### config.mk
export PLATFORM = sky130hd
export DESIGN_NAME = sha256_stream_hash
export DESIGN_NICKNAME = d
export VERILOG_FILES = /design/src/rtl/core/sha_pkg.sv /design/src/rtl/core/sha_front.sv /design/src/rtl/core/sha_back.sv /design/src/rtl/core/sha256_stream_hash.sv
export SDC_FILE = /design/constraint.sdc
export NUM_CORES = 2
export LEC_CHECK = 0
export ABC_AREA = 0
export BUFFER_PORTS_ARGS = -buffer_cell sky130_fd_sc_hd__clkbuf_2
export CAP_MARGIN = 15
export CORE_MARGIN = 3
export CORE_UTILIZATION = 50
export DETAILED_ROUTE_END_ITERATION = 10
export PLACE_DENSITY = 0.68
export SLEW_MARGIN = 20
export SYNTH_ARGS = -nofsm -noshare
export SYNTH_HDL_FRONTEND = slang
export SYNTH_SLANG_ARGS = --single-unit
### constraint.sdc
create_clock -name clk -period 19.45 [get_ports clk]
set_input_delay 0.9725 -clock clk [delete_from_list [all_inputs] [get_ports clk]]
set_output_delay 0.9725 -clock clk [all_outputs]
set_load 0.05 [all_outputs]
### src/rtl/core/sha_pkg.sv
// SHA-256 package: round constants, initial hash values and the queue entry type.
// Used by every module of the SHA-256 stream hasher; depends on nothing.
`timescale 1ns / 1ps
package sha_pkg;

    localparam int BLOCK_BYTES = 64;
    localparam int LENGTH_POS  = 56;
    localparam logic [7:0] PAD_BYTE = 8'h80;
    localparam int QUEUE_DEPTH = 4;

    // Kind of work the back end does for one queued word.
    typedef struct packed {
        logic [7:0] data;
        logic       has_byte;
        logic       is_end;
    } cmd_t;

    function automatic logic [31:0] round_k(input logic [5:0] idx);
        logic [31:0] k;
        begin
            case (idx)
                6'd0:  k = 32'h428a2f98;  6'd1:  k = 32'h71374491;
                6'd2:  k = 32'hb5c0fbcf;  6'd3:  k = 32'he9b5dba5;
                6'd4:  k = 32'h3956c25b;  6'd5:  k = 32'h59f111f1;
                6'd6:  k = 32'h923f82a4;  6'd7:  k = 32'hab1c5ed5;
                6'd8:  k = 32'hd807aa98;  6'd9:  k = 32'h12835b01;
                6'd10: k = 32'h243185be;  6'd11: k = 32'h550c7dc3;
                6'd12: k = 32'h72be5d74;  6'd13: k = 32'h80deb1fe;
                6'd14: k = 32'h9bdc06a7;  6'd15: k = 32'hc19bf174;
                6'd16: k = 32'he49b69c1;  6'd17: k = 32'hefbe4786;
                6'd18: k = 32'h0fc19dc6;  6'd19: k = 32'h240ca1cc;
                6'd20: k = 32'h2de92c6f;  6'd21: k = 32'h4a7484aa;
                6'd22: k = 32'h5cb0a9dc;  6'd23: k = 32'h76f988da;
                6'd24: k = 32'h983e5152;  6'd25: k = 32'ha831c66d;
                6'd26: k = 32'hb00327c8;  6'd27: k = 32'hbf597fc7;
                6'd28: k = 32'hc6e00bf3;  6'd29: k = 32'hd5a79147;
                6'd30: k = 32'h06ca6351;  6'd31: k = 32'h14292967;
                6'd32: k = 32'h27b70a85;  6'd33: k = 32'h2e1b2138;
                6'd34: k = 32'h4d2c6dfc;  6'd35: k = 32'h53380d13;
                6'd36: k = 32'h650a7354;  6'd37: k = 32'h766a0abb;
                6'd38: k = 32'h81c2c92e;  6'd39: k = 32'h92722c85;
                6'd40: k = 32'ha2bfe8a1;  6'd41: k = 32'ha81a664b;
                6'd42: k = 32'hc24b8b70;  6'd43: k = 32'hc76c51a3;
                6'd44: k = 32'hd192e819;  6'd45: k = 32'hd6990624;
                6'd46: k = 32'hf40e3585;  6'd47: k = 32'h106aa070;
                6'd48: k = 32'h19a4c116;  6'd49: k = 32'h1e376c08;
                6'd50: k = 32'h2748774c;  6'd51: k = 32'h34b0bcb5;
                6'd52: k = 32'h391c0cb3;  6'd53: k = 32'h4ed8aa4a;
                6'd54: k = 32'h5b9cca4f;  6'd55: k = 32'h682e6ff3;
                6'd56: k = 32'h748f82ee;  6'd57: k = 32'h78a5636f;
                6'd58: k = 32'h84c87814;  6'd59: k = 32'h8cc70208;
                6'd60: k = 32'h90befffa;  6'd61: k = 32'ha4506ceb;
                6'd62: k = 32'hbef9a3f7;  6'd63: k = 32'hc67178f2;
                default: k = 32'h0;
            endcase
            return k;
        end
    endfunction

    function automatic logic [31:0] initial_h(input logic [2:0] idx);
        logic [31:0] h;
        begin
            case (idx)
                3'd0: h = 32'h6a09e667;
                3'd1: h = 32'hbb67ae85;
                3'd2: h = 32'h3c6ef372;
                3'd3: h = 32'ha54ff53a;
                3'd4: h = 32'h510e527f;
                3'd5: h = 32'h9b05688c;
                3'd6: h = 32'h1f83d9ab;
                3'd7: h = 32'h5be0cd19;
                default: h = 32'h0;
            endcase
            return h;
        end
    endfunction

    function automatic logic [31:0] ror32(input logic [31:0] x, input int n);
        return (x >> n) | (x << (32 - n));
    endfunction

endpackage

### src/rtl/core/sha_front.sv
// SHA-256 front end: accepts input words, drops empty ones, queues the rest.
// Depends on sha_pkg.
`timescale 1ns / 1ps
module sha_front (
    input  logic          clk,
    input  logic          rst_n,
    input  logic [7:0]    data_byte,
    input  logic          byte_valid,
    input  logic          end_of_message,
    input  logic          valid,
    output logic          stall,
    output sha_pkg::cmd_t cmd,
    output logic          cmd_valid,
    input  logic          cmd_take
);
    import sha_pkg::*;

    localparam int PW = $clog2(QUEUE_DEPTH);

    cmd_t          queue_reg [QUEUE_DEPTH];
    logic [PW-1:0] wr_ptr_reg;
    logic [PW-1:0] rd_ptr_reg;
    logic [PW:0]   count_reg;
    logic          push;
    logic          pop;

    assign stall     = (count_reg == (PW+1)'(QUEUE_DEPTH));
    // A word with neither flag set changes nothing, so it is not queued.
    assign push      = valid && !stall && (byte_valid || end_of_message);
    assign cmd_valid = (count_reg != '0);
    assign pop       = cmd_valid && cmd_take;
    assign cmd       = queue_reg[rd_ptr_reg];

    always_ff @(posedge clk)
    begin
        if (push)
        begin
            queue_reg[wr_ptr_reg] <= '{data: data_byte, has_byte: byte_valid,
                                       is_end: end_of_message};
        end
    end

    always_ff @(posedge clk or negedge rst_n)
    begin
        if (!rst_n)
        begin
            wr_ptr_reg <= '0;
            rd_ptr_reg <= '0;
            count_reg  <= '0;
        end
        else
        begin
            if (push)
                wr_ptr_reg <= wr_ptr_reg + 1'b1;
            if (pop)
                rd_ptr_reg <= rd_ptr_reg + 1'b1;
            count_reg <= count_reg + (PW+1)'(push) - (PW+1)'(pop);
        end
    end

endmodule

### src/rtl/core/sha_back.sv
// SHA-256 back end: block buffer, padding sequencer, 64-round compression, digest out.
// Depends on sha_pkg.
`timescale 1ns / 1ps
module sha_back (
    input  logic          clk,
    input  logic          rst_n,
    input  sha_pkg::cmd_t cmd,
    input  logic          cmd_valid,
    output logic          cmd_take,
    output logic [31:0]   digest_word,
    output logic [2:0]    word_index,
    output logic          last_word,
    output logic          valid,
    input  logic          stall
);
    import sha_pkg::*;

    localparam logic [2:0] ST_IDLE  = 3'd0;
    localparam logic [2:0] ST_PAD   = 3'd1;
    localparam logic [2:0] ST_ROUND = 3'd2;
    localparam logic [2:0] ST_ADD   = 3'd3;
    localparam logic [2:0] ST_OUT   = 3'd4;

    logic [2:0]  state_reg, state_next;
    logic [31:0] h_reg [8];
    logic [31:0] v_reg [8];
    logic [31:0] w_reg [16];
    logic [5:0]  fill_reg;
    logic [63:0] bits_reg;
    logic [63:0] len_reg;
    logic        ending_reg;
    logic        pad_done_reg;
    // Set once the length bytes went into the block being compressed.
    logic        length_in_reg;
    // Set when the length field belongs in the block now being padded.
    logic        len_here_reg;
    logic [5:0]  round_reg;
    logic [2:0]  out_idx_reg;

    logic [7:0]  put_byte;
    logic        put_en;
    logic [31:0] w_cur, w_new, s0, s1, t1, t2;
    logic        out_fire;

    assign out_fire = valid && !stall;
    assign cmd_take = (state_reg == ST_IDLE) && cmd_valid;

    // Byte written into the block during idle or padding.
    always_comb
    begin
        put_en   = 1'b0;
        put_byte = cmd.data;
        if (state_reg == ST_IDLE && cmd_valid && cmd.has_byte)
            put_en = 1'b1;
        else if (state_reg == ST_PAD)
        begin
            put_en = 1'b1;
            if (!pad_done_reg)
                put_byte = PAD_BYTE;
            else if (fill_reg < 6'(LENGTH_POS) || !len_here_reg)
                put_byte = 8'h00;
            else
                put_byte = len_reg[8*(7 - (fill_reg - 6'(LENGTH_POS))) +: 8];
        end
    end

    // Schedule: w_reg is a sliding window, w_reg[0] is W[t].
    assign w_cur = w_reg[0];
    assign s0 = ror32(w_reg[1], 7) ^ ror32(w_reg[1], 18) ^ (w_reg[1] >> 3);
    assign s1 = ror32(w_reg[14], 17) ^ ror32(w_reg[14], 19) ^ (w_reg[14] >> 10);
    assign w_new = w_reg[0] + s0 + w_reg[9] + s1;

    assign t1 = v_reg[7] + (ror32(v_reg[4], 6) ^ ror32(v_reg[4], 11) ^ ror32(v_reg[4], 25))
              + ((v_reg[4] & v_reg[5]) ^ (~v_reg[4] & v_reg[6])) + round_k(round_reg) + w_cur;
    assign t2 = (ror32(v_reg[0], 2) ^ ror32(v_reg[0], 13) ^ ror32(v_reg[0], 22))
              + ((v_reg[0] & v_reg[1]) ^ (v_reg[0] & v_reg[2]) ^ (v_reg[1] & v_reg[2]));

    always_comb
    begin
        state_next = state_reg;
        case (state_reg)
            ST_IDLE:
            begin
                if (cmd_valid)
                begin
                    if (cmd.has_byte && fill_reg == 6'd63)
                        state_next = ST_ROUND;
                    else if (cmd.is_end)
                        state_next = ST_PAD;
                end
            end
            ST_PAD:
            begin
                if (fill_reg == 6'd63)
                    state_next = ST_ROUND;
            end
            ST_ROUND:
            begin
                if (round_reg == 6'd63)
                    state_next = ST_ADD;
            end
            ST_ADD:
            begin
                // A block compressed mid-padding goes back to padding, not to output.
                if (!ending_reg)
                    state_next = ST_IDLE;
                else if (length_in_reg)
                    state_next = ST_OUT;
                else
                    state_next = ST_PAD;
            end
            ST_OUT:
            begin
                if (out_fire && out_idx_reg == 3'd7)
                    state_next = ST_IDLE;
            end
            default: state_next = ST_IDLE;
        endcase
    end

    always_ff @(posedge clk)
    begin
        if (put_en)
        begin
            w_reg[fill_reg[5:2]][8*(3 - fill_reg[1:0]) +: 8] <= put_byte;
        end
        else if (state_reg == ST_ROUND)
        begin
            for (int i = 0; i < 15; i++)
                w_reg[i] <= w_reg[i+1];
            w_reg[15] <= w_new;
        end
        if (state_reg == ST_IDLE && cmd_valid && cmd.is_end)
            len_reg <= bits_reg + (cmd.has_byte ? 64'd8 : 64'd0);
    end

    always_ff @(posedge clk or negedge rst_n)
    begin
        if (!rst_n)
        begin
            state_reg     <= ST_IDLE;
            fill_reg      <= '0;
            bits_reg      <= '0;
            ending_reg    <= 1'b0;
            pad_done_reg  <= 1'b0;
            length_in_reg <= 1'b0;
            len_here_reg  <= 1'b0;
            round_reg     <= '0;
            out_idx_reg   <= '0;
            for (int i = 0; i < 8; i++)
            begin
                h_reg[i] <= initial_h(3'(i));
                v_reg[i] <= initial_h(3'(i));
            end
        end
        else
        begin
            state_reg <= state_next;
            if (put_en)
                fill_reg <= fill_reg + 6'd1;
            if (state_reg == ST_PAD)
            begin
                pad_done_reg <= 1'b1;
                // The length fits behind the pad byte only if the pad lands
                // before the length position; otherwise it goes in the next block.
                if (!pad_done_reg)
                    len_here_reg <= (fill_reg < 6'(LENGTH_POS));
                if (fill_reg == 6'd63)
                    length_in_reg <= pad_done_reg && len_here_reg;
            end
            if (state_reg == ST_IDLE && cmd_valid)
            begin
                if (cmd.has_byte)
                    bits_reg <= bits_reg + 64'd8;
                ending_reg <= cmd.is_end;
                if (cmd.is_end)
                begin
                    pad_done_reg  <= 1'b0;
                    length_in_reg <= 1'b0;
                end
            end
            if (state_next == ST_ROUND && state_reg != ST_ROUND)
            begin
                round_reg <= '0;
                for (int i = 0; i < 8; i++)
                    v_reg[i] <= h_reg[i];
            end
            if (state_reg == ST_ROUND)
            begin
                round_reg <= round_reg + 6'd1;
                v_reg[7] <= v_reg[6];
                v_reg[6] <= v_reg[5];
                v_reg[5] <= v_reg[4];
                v_reg[4] <= v_reg[3] + t1;
                v_reg[3] <= v_reg[2];
                v_reg[2] <= v_reg[1];
                v_reg[1] <= v_reg[0];
                v_reg[0] <= t1 + t2;
            end
            if (state_reg == ST_ADD)
            begin
                for (int i = 0; i < 8; i++)
                    h_reg[i] <= h_reg[i] + v_reg[i];
                if (ending_reg && !length_in_reg)
                    len_here_reg <= 1'b1;
            end
            if (state_reg == ST_OUT && out_fire)
            begin
                out_idx_reg <= out_idx_reg + 3'd1;
                if (out_idx_reg == 3'd7)
                begin
                    for (int i = 0; i < 8; i++)
                        h_reg[i] <= initial_h(3'(i));
                    bits_reg   <= '0;
                    fill_reg   <= '0;
                    ending_reg <= 1'b0;
                end
            end
        end
    end

    assign valid       = (state_reg == ST_OUT);
    assign digest_word = h_reg[out_idx_reg];
    assign word_index  = out_idx_reg;
    assign last_word   = (out_idx_reg == 3'd7);

endmodule

### src/rtl/core/sha256_stream_hash.sv
// SHA-256 stream hasher top level: joins the front queue and the compression back end.
// Depends on sha_pkg, sha_front and sha_back.
`timescale 1ns / 1ps
//  Channel | Handshake          | Fields
//  input   | in_valid/in_stall  | data_byte, byte_valid, end_of_message
//  output  | out_valid/out_stall| digest_word, word_index, last_word
//
// A byte word is written into the block buffer; the 64th byte of a block also
// starts a compression: the rounds, run by the single shared round unit, and
// after them the chaining add. An end word adds the padding bytes, one or two
// block compressions, and the eight digest words on the output.
// Reset clears the chaining words to the initial hash values and empties the
// queue. The four-entry queue keeps taking words, until it is full, while the
// back end is busy or while a digest word waits on out_stall.
module sha256_stream_hash (
    input  logic        clk,
    input  logic        rst_n,
    input  logic        in_valid,
    output logic        in_stall,
    input  logic [7:0]  data_byte,
    input  logic        byte_valid,
    input  logic        end_of_message,
    output logic        out_valid,
    input  logic        out_stall,
    output logic [31:0] digest_word,
    output logic [2:0]  word_index,
    output logic        last_word
);
    import sha_pkg::*;

    cmd_t cmd;
    logic cmd_valid;
    logic cmd_take;

    sha_front u_front (
        .clk(clk), .rst_n(rst_n),
        .data_byte(data_byte), .byte_valid(byte_valid),
        .end_of_message(end_of_message),
        .valid(in_valid), .stall(in_stall),
        .cmd(cmd), .cmd_valid(cmd_valid), .cmd_take(cmd_take)
    );

    sha_back u_back (
        .clk(clk), .rst_n(rst_n),
        .cmd(cmd), .cmd_valid(cmd_valid), .cmd_take(cmd_take),
        .digest_word(digest_word), .word_index(word_index), .last_word(last_word),
        .valid(out_valid), .stall(out_stall)
    );

    // The last-word flag marks exactly index seven.
    assert property (@(posedge clk) disable iff (!rst_n)
        out_valid |-> (last_word == (word_index == 3'd7)))
        else $error("last_word out of step with word_index");

    // Digest words come out in order: a taken word that is not last is
    // followed by the next index.
    assert property (@(posedge clk) disable iff (!rst_n)
        (out_valid && !out_stall && !last_word) |=> (out_valid &&
            word_index == $past(word_index) + 3'd1))
        else $error("digest words out of order");

    // A stalled digest word holds its value.
    assert property (@(posedge clk) disable iff (!rst_n)
        (out_valid && out_stall) |=> (out_valid && $stable(digest_word)))
        else $error("stalled digest word changed");

endmodule
**Word-level counts from Yosys, hierarchy flattened**

Memories as Yosys holds them, arrays and structs flattened.
Cells that the tools add are included.

- Bits in registers: 669
- Memory bits (writable): 552
- ROM bits: 2048
- Input port bits: 14
- Logic and storage cells: 186
- Memories kept: 3

Memories:

| name | depth | width | rd ports | clocked after Yosys merged registers in | write ports | RTL line | source |
|---|---|---|---|---|---|---|---|
| (name not given) | 64 | 32 | 1 | 0 | 0 | sha_pkg.sv:21 | `case (idx)` |
| u_back.w_reg | 16 | 32 | 16 | 0 | 16 | sha_back.sv:27 | `logic [31:0] w_reg [16];` |
| u_front.queue_reg | 4 | 10 | 1 | 0 | 1 | sha_front.sv:20 | `cmd_t queue_reg [QUEUE_DEPTH];` |

- Add/subtract/negate cells: 31
- Order comparisons: 2
- Eq/ne operators: 10
- Shift operators: 3
- Multiplexer cells: 57
- Bitwise gates (word level): 28
- Reduce and logical (&&, ||, !) cells: 23

Operator list:

| operator | count |
|---|---|
| $mux W256 | 5 |
| $add A32 B32 Y32 | 18 |
| $xor A32 B32 Y32 | 9 |
| $mux W64 | 4 |
| $and A32 B32 Y32 | 5 |
| $mux W32 | 5 |
| $bmux W32 S3 | 1 |
| $add A64 B4 Y64 const B | 1 |
| $add A64 B64 Y64 | 1 |
| $shiftx A64 B33 Y8 | 1 |
| $neg A32 Y34 | 1 |
| $shift A8 B34 Y32 const A | 1 |
| $shiftx A8 B34 Y32 | 1 |
| $mux W8 | 4 |
| $not A32 Y32 | 1 |
| $or A10 B32 Y32 | 1 |
| $or A13 B32 Y32 | 1 |
| $or A14 B32 Y32 | 1 |
| $or A15 B32 Y32 | 1 |
| $or A19 B32 Y32 | 1 |
| $or A21 B32 Y32 | 1 |
| $or A25 B32 Y32 | 1 |
| $or A26 B32 Y32 | 1 |
| $or A30 B32 Y32 | 1 |
| other kinds (31) | 87 |

**Logic depth before layout (Yosys ltp)**

- Depth in word-level cells: 9
- Gate-level depth with buffers: 41
- Depth with buffers taken out: 40

**Modules after synthesis**

From an unflattened synthesis, not the netlist that was laid out.

- Cell total of the unflattened synthesis: 8061
- Area total of the unflattened synthesis: 80242.0 um^2

By module, submodules not included:

| module | times used | cells each | area an instance (um^2) |
|---|---|---|---|
| sha_back | 1 | 7973 | 78361.4 |
| sha_front | 1 | 88 | 1880.6 |

**Worst setup path before layout**

Ideal clock, no wire load.

- Path kind: register to register
- Start: reg u_back.round_reg[1]
- End: reg u_back.v_reg[255] in the netlist's numbering
- Setup time: 0.130 ns
- Arrival: 8.856 ns
- Data required time: 19.320 ns
- Path slack: 10.464 ns
- Cell stages (with the launch flop): 41
- Buffers on the path: 3
- Cell sequence: dfrtp_1 > clkbuf_1 > clkinv_1 > ha_1 > clkbuf_1 > clkbuf_1 > nand2_1 > a31oi_1 > nor2_1 > a41oi_1 > o21ai_0 > fa_1 > fa_1 > fa_1 > inv_1 > ha_1 > fa_1 > a211oi_1 > (+5 left out) > o21ai_0 > nand2b_1 > a21o_1 > a21oi_1 > xnor2_1 > fa_1 > ha_1 > a21oi_1 > nor2b_1 > o21a_1 > nor4_1 > o41ai_1 > nand3_1 > o2111a_1 > nor3_1 > xnor2_1 > xnor2_1 > o21ai_1

- Cells in the longest elaborated chain, start to end: 6

RTL lines:

| item | RTL line | source |
|---|---|---|
| from (decl) | sha_back.sv:37 | `logic [5:0] round_reg;` |
| from (signal assigned) | sha_back.sv:190 | `round_reg <= round_reg + 6'd1;` |
| branches (longest 6 deep; another with $mem_v2 Z64 W32) | -- |  |
| to (signal, indexed assignment) | sha_back.sv:153 | `v_reg[i] <= initial_h(3'(i));` |
| to (signal, indexed assignment) | sha_back.sv:186 | `v_reg[i] <= h_reg[i];` |
| to (decl) | sha_back.sv:26 | `logic [31:0] v_reg [8];` |

Several ways; the timed one is not identified.
A chain may end at the register's enable or synchronous reset.

**Worst setup path after layout**

- Start: reg u_back.round_reg[0]
- End: reg u_back.v_reg[255] in the netlist's numbering

Same word-level chain as after synthesis.

==> impl_metrics.env <==
export IMPL_n_fill_cell=13814
export IMPL_outcome="finished clean"
export IMPL_post_cts_buffers=0
export IMPL_critical_path_max_stage_delay_ns=0.67
export IMPL_mostFrequentLayoutCell="sky130_fd_sc_hd__a21oi_1"
export IMPL_buffer_ports_inserted=51
export IMPL_grt_overflow=0
export IMPL_fraction_of_the_yosys_area_taken_by_sequential_cells=0.424
export IMPL_core_area_sq_um=157000
export IMPL_design_portCount=52
export IMPL_synthesis_area_per_instance_sq_um=10.1
export IMPL_gp_routability_congestion=0.996
export IMPL_seqCellArea_sq_um=33800
export IMPL_synth_cell_types=100
export IMPL_cts_tree="done"
export IMPL_first_pass_iters=6
export IMPL_via_count_of_the_first_global_routing_pass=60169
export IMPL_groute_usage_overall=0.311
export IMPL_drc_errors=0
export IMPL_layout_min_cycle_time_ns=10.57
export IMPL_rsz_0062_raised_after_global_routing="no"
export IMPL_synth_top_flop_cell="sky130_fd_sc_hd__edfxtp_1"
export IMPL_crit_path_top_delay_cell="sky130_fd_sc_hd__fa_1"
export IMPL_post_drt_wl_per_cell_microns=26.3
export IMPL_cts_hold_buffers_added=0
export IMPL_start_util=0.507
export IMPL_clk_root_buffer_cell="sky130_fd_sc_hd__clkbuf_16"
export IMPL_post_route_ant_nets=0
export IMPL_number_of_standard_cell_rows_in_the_floorplan=145
export IMPL_slew_headroom=0.130
export IMPL_report_final_setup_viol=0
export IMPL_timing_final_hold_violations=0
export IMPL_worst_skew_pair_late_latency_ns=0.80
export IMPL_maxClockFrequency_ghz=0.0946
export IMPL_first_pass_grt_wire_length_mm=388
export IMPL_critical_path_arrival_ns=11.20
export IMPL_drv_cap=0
export IMPL_endpoint_kind="flip-flop"
export IMPL_finish_net_count=8322
export IMPL_ctsResizeCount=0
export IMPL_critical_path_required_ns=20.08
export IMPL_die_area_sq_um=164000
export IMPL_final_hold_worst_slack_ns=0.249
export IMPL_antenna_violations_before_repair=2
export IMPL_timing_final_max_slew_violations=0
export IMPL_most_common_cell_on_crit_path="sky130_fd_sc_hd__fa_1"
export IMPL_period_share=0.543
export IMPL_clock_skew_ns=0.0655
export IMPL_worst_path_buf_inv=4
export IMPL_largest_register_ffs=512
export IMPL_cell_total_after_placement=9620
export IMPL_layout_cells_most_common_list="sky130_fd_sc_hd__a21oi_1 (700), sky130_fd_sc_hd__a21o_1 (659), sky130_fd_sc_hd__nor2_1 (613), sky130_fd_sc_hd__edfxtp_1 (613), sky130_fd_sc_hd__nand2_1 (601)"
export IMPL_clock_sinks=1215
export IMPL_ys_seq_elements=1215
export IMPL_syn_cell_area_sq_um=79800
export IMPL_hold_path_class="input port to async pin"
export IMPL_worst_setup_path_type="flip-flop to flip-flop"
export IMPL_critical_path_max_fanout=24
export IMPL_grt_start_max_net_pins=244
export IMPL_netlist_instances=7878
export IMPL_fp_dieH_microns=406
export IMPL_crit_family="adder cells"
export IMPL_finalNonFillerCells=9878
export IMPL_drive_above_1_share=0.113
export IMPL_die_w_microns=406
export IMPL_routed_via_count=63241
export IMPL_synthArstFlopShare=0.495
export IMPL_dp_hpwl_mm=187
export IMPL_routed_wirelength_mm=259
export IMPL_number_of_enable_type_register_cells_in_the_synthesized_netlist=613
export IMPL_post_route_worst_setup_slack_ns=8.88
export IMPL_max_clock_path_buffers=3
export IMPL_syn_num_nets=8497
export IMPL_warnings_synthesis=0
export IMPL_area_growth_syn_to_layout_pct=8.47
export IMPL_clk_pin_slew_worst_paths_ns=0.06
export IMPL_setup_tns_final_ns=0
export IMPL_cts_htree_levels=4
export IMPL_dr_first_iter_drc_count=7266
export IMPL_avgViaCountPerCell=6.40
export IMPL_slew_of_the_pin_with_the_lowest_slew_margin_ns=1.31
export IMPL_cts_buffers=138
export IMPL_placement_setup_worst_slack_ns=9.11
export IMPL_worst_setup_path_start_kind="flip-flop"
export IMPL_multi_input_area_sq_um=43100
routing by layer:
metal,GRT usage,share of wire,vias to the layer above
met5,0,0,-
met2,0.485,0.46,2818
li1,-,-,28276
met3,0.0509,0.078,539
met1,0.429,0.42,31608
met4,0.133,0.049,0
final cells by class:
cell class,instances,area share
flip-flops and latches,1215,0.391
multi-input cells,5876,0.497
inverters,287,0.0125
clock inverters,61,0.00926
well taps,2058,0.0297
repair buffers,185,0.0158
clock buffers,193,0.0446
diodes,3,0.0000867
worst reg2reg max path, delay by kind of cell (launching register included):
family	cells	cell delay (ns)
fa+ha+maj	8	3.66
compound gates	16	3.65
simple gates	9	1.44
buf+inv	4	0.84
xor+xnor	3	0.49
flops	1	0.36
metrics by stage:
stage	instance area, sq um	util
2_1_floorplan	79800	-
3_3_place_gp	81800	0.520
3_5_place_dp	81900	0.520
4_1_cts	86500	0.550
5_1_grt	86600	0.550
6_report	86600	0.550
cells in the mapped netlist, drive strengths merged, types with 51 or more instances:
library cell,instances,area [sq um]
nor3,98,505
inv,286,1070
a31oi,57,363
xor2,231,2020
nand4,51,325
buf,86,377
nor2,623,2350
clkbuf,414,1560
dfstp,272,7150
dfrtp,330,8260
xnor2,449,3930
nand2,601,2260
or3,52,335
o21ai,402,2020
o211ai,115,868
a21oi,705,3540
ha,409,5120
a21o,659,4950
nand2b,59,369
o22ai,231,1450
a211oi,73,548
fa,196,3920
nand3,133,666
edfxtp,613,18400
mux4,92,2070
cells by family after synthesis:
family	Yosys count	share of synthesized area
buf+inv	787	0.0377
simple gates	1807	0.102
fa+ha+maj	630	0.116
xor+xnor	680	0.0746
compound gates	2576	0.208
flops	1215	0.424
mux	183	0.0381
worst paths after layout:
check / startpoint / end / slack [ns] / cells past startpoint
setup / recovery: u_back.round_reg[0] / u_back.v_reg[255] / 8.88 / 40
hold / removal: rst_n / u_back.h_reg[185] / 0.25 / 1
setup reg to reg: u_back.round_reg[0] / u_back.v_reg[255] / 8.88 / 40
hold reg to reg: u_front.count_reg[2] / u_front.count_reg[2] / 0.48 / 1
max in group asynchronous: rst_n / u_back.round_reg[3] / 16.74 / 3
min in group clk: data_byte[2] / u_front.queue_reg[2][4] / 0.39 / 1
Power is left out: the tool's default activity adds up to more than one toggle a clock period on the data nets, which glitch-free logic cannot reach.
